===== config.mk =====
export PLATFORM = sky130hd
export DESIGN_NAME = int_to_decimal_ascii_top
export DESIGN_NICKNAME = d
export VERILOG_FILES = /design/src/itda_pkg.sv /design/src/itda_bcd_conv.sv /design/src/itda_emit.sv /design/src/int_to_decimal_ascii_top.sv
export VERILOG_INCLUDE_DIRS = /design/src /design/src/src
export SDC_FILE = /design/constraint.sdc
export NUM_CORES = 1
export LEC_CHECK = 0
export BUFFER_PORTS_ARGS = -buffer_cell sky130_fd_sc_hd__buf_2
export CAP_MARGIN = 20
export CORE_MARGIN = 2
export CORE_UTILIZATION = 60
export DETAILED_ROUTE_END_ITERATION = 8
export PLACE_DENSITY = 0.83
export REMOVE_ABC_BUFFERS = 1
export SLEW_MARGIN = 20
export SYNTH_ARGS = -nofsm -noshare
export SYNTH_HDL_FRONTEND = slang
export SYNTH_SLANG_ARGS = --single-unit

===== constraint.sdc =====
create_clock -name clk_i -period 9.6 [get_ports clk_i]
set_input_delay 1.44 -clock clk_i [delete_from_list [all_inputs] [get_ports clk_i]]
set_output_delay 1.44 -clock clk_i [all_outputs]
set_load 0.02 [all_outputs]

===== src/int_to_decimal_ascii_top_assert.svh =====
// assertion macros used by the int_to_decimal_ascii top level
`ifndef INT_TO_DECIMAL_ASCII_TOP_ASSERT_SVH
`define INT_TO_DECIMAL_ASCII_TOP_ASSERT_SVH

// same-cycle implication, checked at every rising edge outside reset
`define ITDA_ASSERT_IMP(lbl, clk, rst_n, ante, cons) \
  lbl: assert property (@(posedge clk) disable iff (!rst_n) (ante) |-> (cons)) \
    else $error("itda: same-cycle check failed");

// next-cycle implication, checked at every rising edge outside reset
`define ITDA_ASSERT_NXT(lbl, clk, rst_n, ante, cons) \
  lbl: assert property (@(posedge clk) disable iff (!rst_n) (ante) |=> (cons)) \
    else $error("itda: next-cycle check failed");

`endif


===== src/itda_pkg.sv =====
// shared types and constants for the decimal ascii converter
`default_nettype none

package itda_pkg;

  // longest text the block will produce
  localparam int MAX_CHARS  = 16;
  localparam int VAL_W      = 32;
  localparam int LEN_W      = 5;
  localparam int CHAR_W     = 8;
  // decimal digits of a 32-bit magnitude
  localparam int NUM_DIGITS = 10;
  localparam int DIG_IW     = $clog2(NUM_DIGITS);
  localparam int STEP_W     = $clog2(VAL_W);
  // counter width for lengths up to MAX_CHARS plus a sign
  localparam int CNT_W      = ($clog2(MAX_CHARS + 2) > LEN_W) ? $clog2(MAX_CHARS + 2) : LEN_W;

  localparam logic [CHAR_W-1:0] CH_ZERO  = 8'h30;
  localparam logic [CHAR_W-1:0] CH_MINUS = 8'h2D;
  localparam logic [CHAR_W-1:0] CH_NUL   = 8'h00;

  typedef struct packed {
    logic signed [VAL_W-1:0] value;
    logic [LEN_W-1:0]        size_limit;
    logic [LEN_W-1:0]        min_digits;
  } in_item_t;

  typedef struct packed {
    logic [CHAR_W-1:0] character;
    logic              is_last;
    logic              overflow;
    logic [LEN_W-1:0]  text_length;
  } out_item_t;

  // bcd digits, index 0 is the least significant
  typedef logic [NUM_DIGITS-1:0][3:0] bcd_t;

  // formatting request handed to the character emitter
  typedef struct packed {
    logic             negative;
    logic [LEN_W-1:0] size_limit;
    logic [LEN_W-1:0] min_digits;
  } emit_req_t;

endpackage

`default_nettype wire


===== src/itda_bcd_conv.sv =====
// bit-serial binary to bcd converter (shift and add-3)
`default_nettype none

module itda_bcd_conv (
  input  logic                        clk_i,
  input  logic                        rst_ni,
  input  logic                        start_i,
  input  logic [itda_pkg::VAL_W-1:0]  mag_i,
  output itda_pkg::bcd_t              bcd_o,
  output logic                        done_o
);
  import itda_pkg::*;

  logic              busy_q, busy_d;
  logic              done_q, done_d;
  logic [STEP_W-1:0] cnt_q, cnt_d;
  logic [VAL_W-1:0]  bin_q, bin_d;
  bcd_t              bcd_q, bcd_d;
  bcd_t              bcd_adj;
  logic [4*NUM_DIGITS-1:0] adj_flat;

  // add 3 to every digit of 5 or more before the shift
  always_comb begin
    for (int i = 0; i < NUM_DIGITS; i++) begin
      bcd_adj[i] = (bcd_q[i] >= 4'd5) ? bcd_q[i] + 4'd3 : bcd_q[i];
    end
  end

  assign adj_flat = bcd_adj;

  // one magnitude bit enters the bcd register per cycle, msb first
  always_comb begin
    busy_d = busy_q;
    done_d = 1'b0;
    cnt_d  = cnt_q;
    bin_d  = bin_q;
    bcd_d  = bcd_q;
    if (start_i) begin
      busy_d = 1'b1;
      cnt_d  = '0;
      bin_d  = mag_i;
      bcd_d  = '0;
    end else if (busy_q) begin
      bcd_d = {adj_flat[4*NUM_DIGITS-2:0], bin_q[VAL_W-1]};
      bin_d = {bin_q[VAL_W-2:0], 1'b0};
      cnt_d = cnt_q + STEP_W'(1);
      if (cnt_q == STEP_W'(VAL_W - 1)) begin
        busy_d = 1'b0;
        done_d = 1'b1;
      end
    end
  end

  // control state
  always_ff @(posedge clk_i or negedge rst_ni) begin
    if (!rst_ni) begin
      busy_q <= 1'b0;
      done_q <= 1'b0;
      cnt_q  <= '0;
    end else begin
      busy_q <= busy_d;
      done_q <= done_d;
      cnt_q  <= cnt_d;
    end
  end

  // data shift registers
  always_ff @(posedge clk_i) begin
    bin_q <= bin_d;
    bcd_q <= bcd_d;
  end

  assign bcd_o  = bcd_q;
  assign done_o = done_q;

endmodule

`default_nettype wire


===== src/itda_emit.sv =====
// character emitter: sign, zero padding and digits (or one NUL on overflow), one per cycle unless the output stalls
`default_nettype none

module itda_emit (
  input  logic                 clk_i,
  input  logic                 rst_ni,
  input  logic                 start_i,
  input  itda_pkg::emit_req_t  req_i,
  input  itda_pkg::bcd_t       bcd_i,
  input  logic                 out_stall_i,
  output logic                 out_valid_o,
  output itda_pkg::out_item_t  out_data_o,
  output logic                 done_o
);
  import itda_pkg::*;

  typedef enum logic {
    S_IDLE,
    S_EMIT
  } state_e;

  state_e     state_q, state_d;
  logic       err_q, err_d;
  logic       minus_q, minus_d;
  logic       done_q, done_d;
  logic       out_valid_q, out_valid_d;
  out_item_t  out_data_q, out_data_d;
  logic [CNT_W-1:0] total_q, total_d;
  logic [CNT_W-1:0] pos_q, pos_d;

  logic [CNT_W-1:0] lim_ext, lim, pad, ndig, ndigits, total;
  logic             ovf;
  logic             slot_free;
  logic [3:0]       digit;

  // text geometry from the finished bcd digits
  always_comb begin
    lim_ext = CNT_W'(req_i.size_limit);
    lim     = (lim_ext > CNT_W'(MAX_CHARS)) ? CNT_W'(MAX_CHARS) : lim_ext;
    pad     = CNT_W'(req_i.min_digits);
    if (pad > lim) begin
      pad = lim;
    end
    ndig = CNT_W'(1);
    for (int i = 1; i < NUM_DIGITS; i++) begin
      if (bcd_i[i] != 4'd0) begin
        ndig = CNT_W'(i + 1);
      end
    end
    ndigits = (pad > ndig) ? pad : ndig;
    total   = ndigits + CNT_W'(req_i.negative);
    ovf     = (lim == '0) || (ndig > lim) || (total > lim);
  end

  // digit at the current position, zero above the bcd width
  assign digit = (pos_q < CNT_W'(NUM_DIGITS)) ? bcd_i[pos_q[DIG_IW-1:0]] : 4'd0;

  assign slot_free = !out_valid_q || !out_stall_i;

  // next-state logic
  always_comb begin
    state_d     = state_q;
    err_d       = err_q;
    minus_d     = minus_q;
    total_d     = total_q;
    pos_d       = pos_q;
    done_d      = 1'b0;
    out_valid_d = out_valid_q && out_stall_i;
    out_data_d  = out_data_q;
    unique case (state_q)
      S_IDLE: begin
        if (start_i) begin
          state_d = S_EMIT;
          err_d   = ovf;
          minus_d = req_i.negative;
          total_d = ovf ? '0 : total;
          pos_d   = ndigits - CNT_W'(1);
        end
      end
      S_EMIT: begin
        if (slot_free) begin
          out_valid_d            = 1'b1;
          out_data_d.text_length = total_q[LEN_W-1:0];
          out_data_d.overflow    = err_q;
          if (err_q) begin
            out_data_d.character = CH_NUL;
            out_data_d.is_last   = 1'b1;
            state_d              = S_IDLE;
            done_d               = 1'b1;
          end else if (minus_q) begin
            out_data_d.character = CH_MINUS;
            out_data_d.is_last   = 1'b0;
            minus_d              = 1'b0;
          end else begin
            out_data_d.character = CH_ZERO + {4'd0, digit};
            out_data_d.is_last   = (pos_q == '0);
            if (pos_q == '0) begin
              state_d = S_IDLE;
              done_d  = 1'b1;
            end else begin
              pos_d = pos_q - CNT_W'(1);
            end
          end
        end
      end
      default: state_d = S_IDLE;
    endcase
  end

  // state and registered outputs
  always_ff @(posedge clk_i or negedge rst_ni) begin
    if (!rst_ni) begin
      state_q     <= S_IDLE;
      err_q       <= 1'b0;
      minus_q     <= 1'b0;
      done_q      <= 1'b0;
      out_valid_q <= 1'b0;
      total_q     <= '0;
      pos_q       <= '0;
    end else begin
      state_q     <= state_d;
      err_q       <= err_d;
      minus_q     <= minus_d;
      done_q      <= done_d;
      out_valid_q <= out_valid_d;
      total_q     <= total_d;
      pos_q       <= pos_d;
    end
  end

  // output payload
  always_ff @(posedge clk_i) begin
    out_data_q <= out_data_d;
  end

  assign out_valid_o = out_valid_q;
  assign out_data_o  = out_data_q;
  assign done_o      = done_q;

endmodule

`default_nettype wire


===== src/int_to_decimal_ascii_top.sv =====
// top level: signed 32-bit integer to decimal ascii text
//
//  channel | direction | handshake           | payload
//  in      | input     | in_valid_i/in_stall_o   | in_item_t: value, size_limit, min_digits
//  out     | output    | out_valid_o/out_stall_i | out_item_t: one character per transaction
//
// one item at a time: shift-and-add-3 bcd conversion, then one character per
// cycle from the emitter while the output is not stalled; an error result is a
// single NUL character. in_stall_o stays high from an accepted transaction until
// the emitter's done flag, registered along with the last character, is taken
// into the busy register; output stalls add to this.
// reset is asynchronous and active low; no clearing pass is needed.
`default_nettype none
`include "int_to_decimal_ascii_top_assert.svh"

module int_to_decimal_ascii_top (
  input  logic                 clk_i,
  input  logic                 rst_ni,
  input  logic                 in_valid_i,
  output logic                 in_stall_o,
  input  itda_pkg::in_item_t   in_data_i,
  output logic                 out_valid_o,
  input  logic                 out_stall_i,
  output itda_pkg::out_item_t  out_data_o
);
  import itda_pkg::*;

  logic             in_accept;
  logic             item_busy_q, item_busy_d;
  logic [VAL_W-1:0] raw;
  logic [VAL_W-1:0] mag;
  emit_req_t        req_q;
  bcd_t             bcd;
  logic             conv_done;
  logic             emit_done;
  logic             ovf_shape_ok;

  assign in_accept  = in_valid_i && !in_stall_o;
  assign in_stall_o = item_busy_q;

  // magnitude of the signed value; the most negative value maps to 2^31
  assign raw = in_data_i.value;
  assign mag = raw[VAL_W-1] ? (~raw + VAL_W'(1)) : raw;

  // busy from acceptance until the emitter has loaded the last character
  always_comb begin
    item_busy_d = item_busy_q;
    if (in_accept) begin
      item_busy_d = 1'b1;
    end else if (emit_done) begin
      item_busy_d = 1'b0;
    end
  end

  always_ff @(posedge clk_i or negedge rst_ni) begin
    if (!rst_ni) begin
      item_busy_q <= 1'b0;
    end else begin
      item_busy_q <= item_busy_d;
    end
  end

  // formatting request captured with the transaction
  always_ff @(posedge clk_i) begin
    if (in_accept) begin
      req_q.negative   <= raw[VAL_W-1];
      req_q.size_limit <= in_data_i.size_limit;
      req_q.min_digits <= in_data_i.min_digits;
    end
  end

  itda_bcd_conv u_conv (
    .clk_i   (clk_i),
    .rst_ni  (rst_ni),
    .start_i (in_accept),
    .mag_i   (mag),
    .bcd_o   (bcd),
    .done_o  (conv_done)
  );

  itda_emit u_emit (
    .clk_i       (clk_i),
    .rst_ni      (rst_ni),
    .start_i     (conv_done),
    .req_i       (req_q),
    .bcd_i       (bcd),
    .out_stall_i (out_stall_i),
    .out_valid_o (out_valid_o),
    .out_data_o  (out_data_o),
    .done_o      (emit_done)
  );

  // shape of an error result
  assign ovf_shape_ok = out_data_o.is_last && (out_data_o.text_length == '0) &&
                        (out_data_o.character == CH_NUL);

  // checks
  `ITDA_ASSERT_NXT(a_accept_blocks, clk_i, rst_ni, in_accept, in_stall_o)
  `ITDA_ASSERT_IMP(a_conv_in_item, clk_i, rst_ni, conv_done, item_busy_q)
  `ITDA_ASSERT_IMP(a_ovf_alone, clk_i, rst_ni, out_valid_o && out_data_o.overflow, ovf_shape_ok)
  `ITDA_ASSERT_IMP(a_len_nonzero, clk_i, rst_ni, out_valid_o && !out_data_o.overflow, out_data_o.text_length != '0)

endmodule

`default_nettype wire


# Word level (Yosys, flattened, before mapping)
# Cells that the tools add are included.
[totals]
out_inout_bits = 17
input_bits = 46
wordCells = 160
reg_bits = 120
[op_classes]
reduce_logical = 26
muxes = 63
n_eq_ne = 6
add_sub_neg = 16
order_cmp = 17
bitwise_logic = 2
[op_table]
columns = ["cell", "count"]
rows = [
  ["$mux 32", 3],
  ["$mux 4", 14],
  ["$mux 5", 11],
  ["$ge 4x3->1 const B", 10],
  ["$add 4x2->4 const B", 9],
  ["$reduce_bool 4->1", 9],
  ["$add 32x1->32 const B", 1],
  ["$not 32->32", 1],
  ["$mux 1", 23],
  ["$bmux 4 s4", 1],
  ["$mux 3", 5],
  ["$gt 5x5->1", 2],
  ["$logic_not 5->1", 2],
  ["$ne 2x2->1 const B", 5],
  ["$pmux 5 s2", 1],
  ["$sub 5x1->5 const B", 2],
  ["$add 6x4->7 const A", 1],
  ["$mux 7", 1],
  ["$add 5x1->5", 1],
  ["$add 5x1->5 const B", 1],
  ["$eq 5x5->1 const B", 1],
  ["$gt 4x5->1", 1],
  ["$gt 5x4->1", 1],
  ["$gt 5x5->1 const B", 1],
  ["other kinds (14)", 23],
]

# Depth between registers and ports, before layout
# Gate-level depths: netlist of the first run.
[depth]
ltp_word = 16
ltp_mapped = 24
ltp_nobuf = 24

# Cells and area by module
# A second synthesis of the first run with hierarchy kept.
[unflattened]
cells_unflattened = 739
area_unflattened_um2 = 7507.2
[modules_own_cells]
columns = ["mod", "seq_area_each_um2", "cells_each", "instances", "area_per_inst_um2"]
rows = [
  ["itda_bcd_conv", 1936.9, 395, 1, 4070.2],
  ["itda_emit", 765.7, 229, 1, 2376.0],
  ["int_to_decimal_ascii_top", 355.3, 115, 1, 1061.0],
]

# Worst setup path before layout of the first run
# OpenSTA, ideal clock, no wires.
[synth_timing]
path_kind = "register -> register"
start = "register req_q[9] (netlist bit)"
end = "register u_emit.total_q[0]"
period_less_slack_ns = 4.802
stages_incl_launch_ff = 24
setup_slack_ns = 4.798
setup_ns = 0.067
path_buffers = 0
required_time_ns = 9.533
t_arrival_ns = 4.735
path_cell_list = "edfxtp_1 inv_1 nand2_1 ha_1 and3_1 o21ai_0 a32oi_1 mux2i_1 inv_1 ha_1 o21ai_0 a21oi_1 o21ai_0 nand3b_1 nor2_1 a21oi_1 ha_1 ha_1 ha_1 a21o_1 a21oi_1 o21ai_0 a21oi_1 a22o_1"
[synth_via]
elab_chain_len = 10
word_cells_on_any_way = 13
classes_between = "1 x add/sub; 5 x order compare; 4 x mux; 3 x reduce/logical"
[synth_rtl]
columns = ["item", "line", "source"]
rows = [
  ["from (decl)", "int_to_decimal_ascii_top.sv:32", "emit_req_t req_q;"],
  ["$gt 5x5->1", "itda_emit.sv:39", "lim = (lim_ext > CNT_W'(MAX_CHARS)) ? CNT_W'(MAX_CHARS) : lim_ext;"],
  ["$mux 5 (*)", "itda_emit.sv:39", ""],
  ["$gt 5x5->1", "itda_emit.sv:41", "if (pad > lim) begin"],
  ["$mux 5", "itda_emit.sv:41", ""],
  ["$gt 5x4->1", "itda_emit.sv:50", "ndigits = (pad > ndig) ? pad : ndig;"],
  ["$mux 5", "itda_emit.sv:50", ""],
  ["$add 5x1->5", "itda_emit.sv:51", "total = ndigits + CNT_W'(req_i.negative);"],
  ["$gt 5x5->1", "itda_emit.sv:52", "ovf = (lim == '0) || (ndig > lim) || (total > lim);"],
  ["$logic_or 1x1->1", "itda_emit.sv:52", ""],
  ["$mux 5 (*)", "itda_emit.sv:76", "total_d = ovf ? '0 : total;"],
  ["to (signal assigned)", "itda_emit.sv:126", "total_q <= total_d;"],
  ["to (decl)", "itda_emit.sv:28", "logic [CNT_W-1:0] total_q, total_d;"],
]
# Every way passes the cells marked *; elsewhere a longest branch is shown, timed or not.
# A chain may end at the register's enable or synchronous reset.

# Worst setup path in the final report of the first run
# Ends and elaborated chain as after synthesis.

==> results of run 1 <==
## report_power, final
part	internal, uW	switching (uW)
Sequential	782	193
Combinational	491	656
Clock	409	224
## final timing paths
check                                                 to  slack (ns)                    start
min in group asynchronous  u_emit.total_q[3]$_DFFE_PN0P_        0.99                   rst_ni
setup reg to reg           u_emit.total_q[0]$_DFFE_PN0P_        3.77       req_q[9]$_DFFE_PP_
hold reg to reg                   in_stall_o$_DFFE_PN0P_        0.44  u_emit.done_o$_DFF_PN0_
setup / recovery           u_emit.total_q[0]$_DFFE_PN0P_        3.77       req_q[9]$_DFFE_PP_
hold / removal                    in_stall_o$_DFFE_PN0P_        0.44  u_emit.done_o$_DFF_PN0_
max in group asynchronous    u_conv.cnt_q[0]$_DFFE_PN0P_        8.26                   rst_ni
## worst reg2reg max path: stages (launching register included)
cell and delay [ns]:
edfxtp_1 0.50, inv_1 0.16, nand2_1 0.15, ha_1 0.32, and3_1 0.18, o21ai_0 0.16
a32oi_1 0.57, mux2i_1 0.30, inv_1 0.10, ha_1 0.31, o21ai_0 0.17, a21oi_1 0.07
o21ai_0 0.20, nand3b_1 0.27, nor2_1 0.22, a21oi_1 0.08, ha_1 0.22, ha_1 0.32
ha_1 0.31, a21o_1 0.19, a21oi_1 0.16, o21ai_0 0.10, a21oi_1 0.44, a22o_1 0.25
## sequential cells by signal (all words and copies together) (netlist names)
name and flops:
req_q 11, u_emit.err_q 1, u_emit.pos_q 5, u_conv.done_o 1
u_conv.cnt_q 5, u_emit.out_data_o 13, u_emit.minus_q 1, u_conv.busy_q 1
u_emit.total_q 5, in_stall_o 1, u_conv.bcd_o 40, u_emit.done_o 1
u_emit.out_valid_o 1, u_conv.bin_q 32, u_emit.state_q 1
## logic make-up (layout without fill, tap and decap cells)
kind of cell | after synthesis | count (layout) | synth area share, %
and+or+nand+nor | 230 | 230 | 15.65
AOI/OAI and AO/OA | 177 | 177 | 14.58
DFF | 119 | 119 | 43.55
buffers and inverters | 73 | 141 | 4.009
xor gates and xnor gates | 56 | 56 | 6.985
adders and majority gates | 45 | 45 | 8.019
muxes | 40 | 40 | 7.163
other | 1 | 2 | 0.05341
## metrics by stage
stage | std cells | hold slack, ns | power, uW
final | 953 | 0.4352 | 2754
after CTS | 953 | 0.4400 | 2751
after floorplan | 713 | 0.3996 | 1793
after global placement | 921 | 0.4084 | 1998
after detailed placement | 921 | 0.4313 | 2098
after global routing | 953 | 0.4633 | 2951
## routing by layer
layer  vias up  track usage [%]  routed length, um
li1       2732                -                  -
met1      2657            29.82               6221
met2       198            42.45               7663
met3        41            6.102                783
met4         0            11.63                419
met5         -                0                  0
## cell usage in the layout (no fill, tap or decap), types with 13 or more instances in the layout
cell type,count
buf_2,60
edfxtp_1,56
nor3_1,13
a21oi_1,58
dfrtp_1,23
dfxtp_1,40
mux2i_1,30
nand2_1,71
ha_1,45
o21ai_0,68
inv_1,42
xor2_1,40
nand3_1,23
nor2_1,65
xnor2_1,16
nand2b_1,15
clkbuf_16,18
## final cells by class
cell class	count	area [um^2]
clock buffers	20	478.0
clock inverters	12	123.9
fillers	819	3390
inverters	44	166.4
multi-input cells	550	3686
flip-flops and latches	119	3058
well taps	143	178.9
repair buffers	65	337.8
==> results.cfg, run 1 <==
[floorplan]
fp.dieW_um = 112.2
initial_utilization_pct = 61.49
die_h_um = 112.2
io_pins = 63
rows = 39
core-area_mm2 = 0.01142
dieArea_mm2 = 0.01258

[synth]
ys_seq_area_share_pct = 43.55
syn-instance-count = 741
synth_enable_flop_cells = 56
yosys.area.top_type_share_pct = 23.95
ys_ff_latch = 119
yosys-top-cells-count = nand2_1, o21ai_0, nor2_1, a21oi_1, edfxtp_1
synth_largest_area_cell = edfxtp_1
yosysUniqueCellTypes = 56
synth-async-reset-ratio_pct = 19.33
synth_area_leaders = edfxtp_1, dfxtp_1, dfrtp_1
syn-mean-instance-area_um2 = 9.476
synth_area_mm2 = 0.007022
yosysWarnings = 0
ys.flop_type = edfxtp_1
synth_most_common_cell = nand2_1

[worst_setup_path]
reg2regPathDepth = 23
cp.depth = 23
crit_top_cell = ha_1
critPathBufInv = 2
cp.required_ns = 9.94
crit_fanout = 7
crit_type = reg -> reg
end_kind = flip-flop
slowest_delay_ns = 0.57
slowest_stage = a32oi_1
path_cells = inv_1 -> nand2_1 -> ha_1 -> and3_1 -> o21ai_0 -> a32oi_1 -> mux2i_1 -> inv_1 -> ha_1 -> o21ai_0 -> a21oi_1 -> o21ai_0 -> nand3b_1 -> nor2_1 -> a21oi_1 -> ha_1 -> ha_1 -> ha_1 -> a21o_1 -> a21oi_1 -> o21ai_0 -> a21oi_1 -> a22o_1
startpoint_type = flip-flop
arrival_ns = 6.17
path_delay_family = compound AO/OA/AOI/OAI gates

[cts]
htreeDepth = 4
clock_latency_ns = 0.42
clock_path_buffers = 2
path_clk_slew_ns = 0.05
post_cts_buffers = 0
clkSinkCount = 119
cts_tree = done
cts-resized-gates = 0
hold_buffers = 0
root_buffer = clkbuf_16
cts_buffers = 17

[timing]
tightest_slew_ns = 0.8912
post-route-min-period_ns = 5.835
finClkSkew_ns = 0.006099
max-slew-margin-rel_pct = 40.52
rsz0062_at_grt = no
fin_crit_sh_pct = 60.78
slew_viol_final = 0
finalHoldViolCount = 0
setup_tns_ns = 0
layout_setup_ws_ns = 3.765
finalSetupViolCount = 0
fmax_ghz = 0.1714

[global_route]
antenna_found_initial = 0
grt_pass1_vias = 5587
grt_pass1_wl_mm = 25.34
grtUsageTotal_pct = 24.91
grt_max_degree = 64
gr-total-overflow = 0

[cells_and_area]
fin_nets = 888
drive_above_1_share_pct = 14.69
antennaDiodeCount = 0
area_growth_pct = 14.34
finish.instance_area_mm2 = 0.008029
post-route-util_pct = 70.32

[min_path]
min_path_cells = 1
hold_path_class = reg -> reg

[place]
pre_cts_slack_ns = 3.933
numPortBuffers = 60
place_area_mm2 = 0.007426
dp_hpwl_mm = 10.53
place.gp.congestion = 0.8885

[routing]
ant_nets = 0
wl_mm = 15.09
drt-initial-drc-count = 362
avgViaCountPerCell = 5.906
drt-pass1-iter-count = 7
vias = 5628
drc = 0
wire_per_inst_um = 15.83

[power]
p_leak_uw = 0.003572
max-vdd-ir-drop_mv = 0.2339
cellPowerDensity_mw_per_mm2 = 343.0

[flow_run]
max-cap-violations = 0

[outcome]
outcome = finished clean
(Power assumes the default switching activity.)
==> inputs of run 2 (changes only) <==
--- a/config.mk
+++ b/config.mk
@@ -9,9 +9,9 @@
 export BUFFER_PORTS_ARGS = -buffer_cell sky130_fd_sc_hd__buf_2
 export CAP_MARGIN = 20
 export CORE_MARGIN = 2
-export CORE_UTILIZATION = 60
+export CORE_UTILIZATION = 54
 export DETAILED_ROUTE_END_ITERATION = 8
-export PLACE_DENSITY = 0.83
+export PLACE_DENSITY = 0.79
 export REMOVE_ABC_BUFFERS = 1
 export SLEW_MARGIN = 20
 export SYNTH_ARGS = -nofsm -noshare
==> constraint.sdc (replaced) <==
create_clock -name clk_i -period 5.3 [get_ports clk_i]
set_input_delay 0.795 -clock clk_i [delete_from_list [all_inputs] [get_ports clk_i]]
set_output_delay 0.795 -clock clk_i [all_outputs]
set_load 0.02 [all_outputs]
==> run 2 against run 1 <==
  * Cell area rose by 1.1%
  * Die area rose by 11%
  * Sequential cell count unchanged
  * Utilization down 6.3 points
  * Critical path type unchanged
  * Final cell count up 3.9%
  * Sequential share of layout area decreased by 0.41 points
  * Hold slack worse by 0.086 ns
==> results.cfg, run 2 (same netlist as run 1, synthesis figures left out) <==
[power]
max-vdd-ir-drop_mv = 0.2997
cellPowerDensity_mw_per_mm2 = 609.0
power.total_uw = 4943
p_leak_uw = 0.003577

[place]
pre_cts_slack_ns = 0.04450
post-place-cells = 953
dp_hpwl_mm = 10.56
numPortBuffers = 60
place.gp.congestion = 0.8446

[routing]
drt-initial-drc-count = 337
wl_met3_um = 579
drt-pass1-iter-count = 5
avgViaCountPerCell = 5.649
m1WireLength_mm = 6.561
wire_per_inst_um = 15.06
vias = 5593
routed-wl-met2_mm = 7.492
maxUsedRoutingLayer = met4
wl_mm = 14.91
drc = 0
ant_nets = 0

[outcome]
outcome = finished clean

[floorplan]
initial_utilization_pct = 55.42
die_h_um = 118.0
io_pins = 63
dieArea_mm2 = 0.01393
fp.dieW_um = 118.0
rows = 41
core-area_mm2 = 0.01267

[worst_setup_path]
arrival_ns = 5.41
crit_top_cell = ha_1
crit_fanout = 7
crit_type = reg -> reg
slowest_delay_ns = 0.51
critPathBufInv = 4
end_kind = flip-flop
cp.depth = 25
cp.required_ns = 5.66
path_delay_family = compound AO/OA/AOI/OAI gates
slowest_stage = edfxtp_1
startpoint_type = flip-flop
reg2regPathDepth = 25

[global_route]
grt_max_degree = 61
gr-total-overflow = 0
grtUsageTotal_pct = 22.45
grt_pass1_vias = 5480
antenna_found_initial = 0
grt_pass1_wl_mm = 25.51

[cts]
path_clk_slew_ns = 0.05
cts_buffers = 17
clkSinkCount = 119
root_buffer = clkbuf_16
hold_buffers = 0
cts_tree = done
htreeDepth = 4
clock_latency_ns = 0.42
clock_path_buffers = 2

[cells_and_area]
layout_common_cells = nand2_1, o21ai_0, nor2_1
antennaDiodeCount = 0
drive_above_1_share_pct = 16.26
area_growth_pct = 15.59
largest_reg_flops = 40
fin_cells = 990
layout_commonest_cell = nand2_1
fin_nets = 896

[timing]
slew_viol_final = 0
fin_crit_sh_pct = 95.37
post-route-min-period_ns = 5.055
finClkSkew_ns = 0.005129
tightest_slew_ns = 0.8097
setup_tns_ns = 0
layout_setup_ws_ns = 0.2453
finalHoldViolCount = 0
max-slew-margin-rel_pct = 46.02
fmax_ghz = 0.1978
finalSetupViolCount = 0
hold_slack_ns = 0.3494

[min_path]
hold_path_class = in -> async

[flow_run]
max-cap-violations = 0
[run 2: report_power, final]
group / switching, uW / internal, uW
registers: 353 / 1420
logic: 1180 / 904
clock network: 409 / 681
total: 1940 / 3000
[run 2: path summary, 6_finish.rpt]
kind / start / endpoint / slack, ns
max in group asynchronous: rst_ni / in_stall_o$_DFFE_PN0P_ / 4.60
min reg2reg: u_emit.done_o$_DFF_PN0_ / in_stall_o$_DFFE_PN0P_ / 0.44
max reg2reg: req_q[9]$_DFFE_PP_ / u_emit.total_q[1]$_DFFE_PN0P_ / 0.25
min: rst_ni / u_emit.total_q[2]$_DFFE_PN0P_ / 0.35
min in group clk_i: u_emit.done_o$_DFF_PN0_ / in_stall_o$_DFFE_PN0P_ / 0.44
max: req_q[9]$_DFFE_PP_ / u_emit.total_q[1]$_DFFE_PN0P_ / 0.25
[run 2: repair_timing]
item / CTS / global route
setup endpoints to repair: 0 / 6
setup buffers: 0 / 5
gates resized for setup: 0 / 10
hold endpoints to repair: 0 / 0
[run 2: area by class of cell]
cell class              instances  area, um^2
fillers                      1026        4554
multi-input cells             550        3709
flip-flops and latches        119        3058
clock buffers                  21       471.7
repair buffers                 73       397.9
well taps                     172       215.2
inverters                      44       165.2
clock inverters                11       100.1
[run 2: worst reg2reg max path, cell delays in order (launching register included)]
cell,delay (ns)
edfxtp_1,0.51
nor2b_2,0.19
inv_1,0.12
ha_1,0.32
nor2b_1,0.16
o21ai_0,0.16
a32oi_1,0.21
buf_4,0.19
mux2i_2,0.25
inv_1,0.09
ha_1,0.31
o21ai_1,0.15
a21oi_1,0.07
o21ai_1,0.12
nand3b_1,0.09
buf_4,0.17
nor2_2,0.14
a21oi_2,0.06
ha_1,0.20
ha_1,0.30
ha_1,0.31
a21o_1,0.18
a21oi_1,0.13
o21ai_0,0.12
a21oi_2,0.27
a22o_1,0.18
[run 2: routing by layer]
layer / GRT usage [%] / vias up
met1: 28.05 / 2678
li1: - / 2753
met5: 0 / -
met4: 8.509 / 0
met2: 37.79 / 133
met3: 5.281 / 29
[run 2: stage by stage]
step / utilization [%] / instance area [um^2]
after floorplan: - / 6909
after global placement: 59.07 / 7485
after detailed placement: 59.07 / 7485
after CTS: 63.58 / 8056
after global routing: 64.06 / 8117
final: 64.06 / 8117
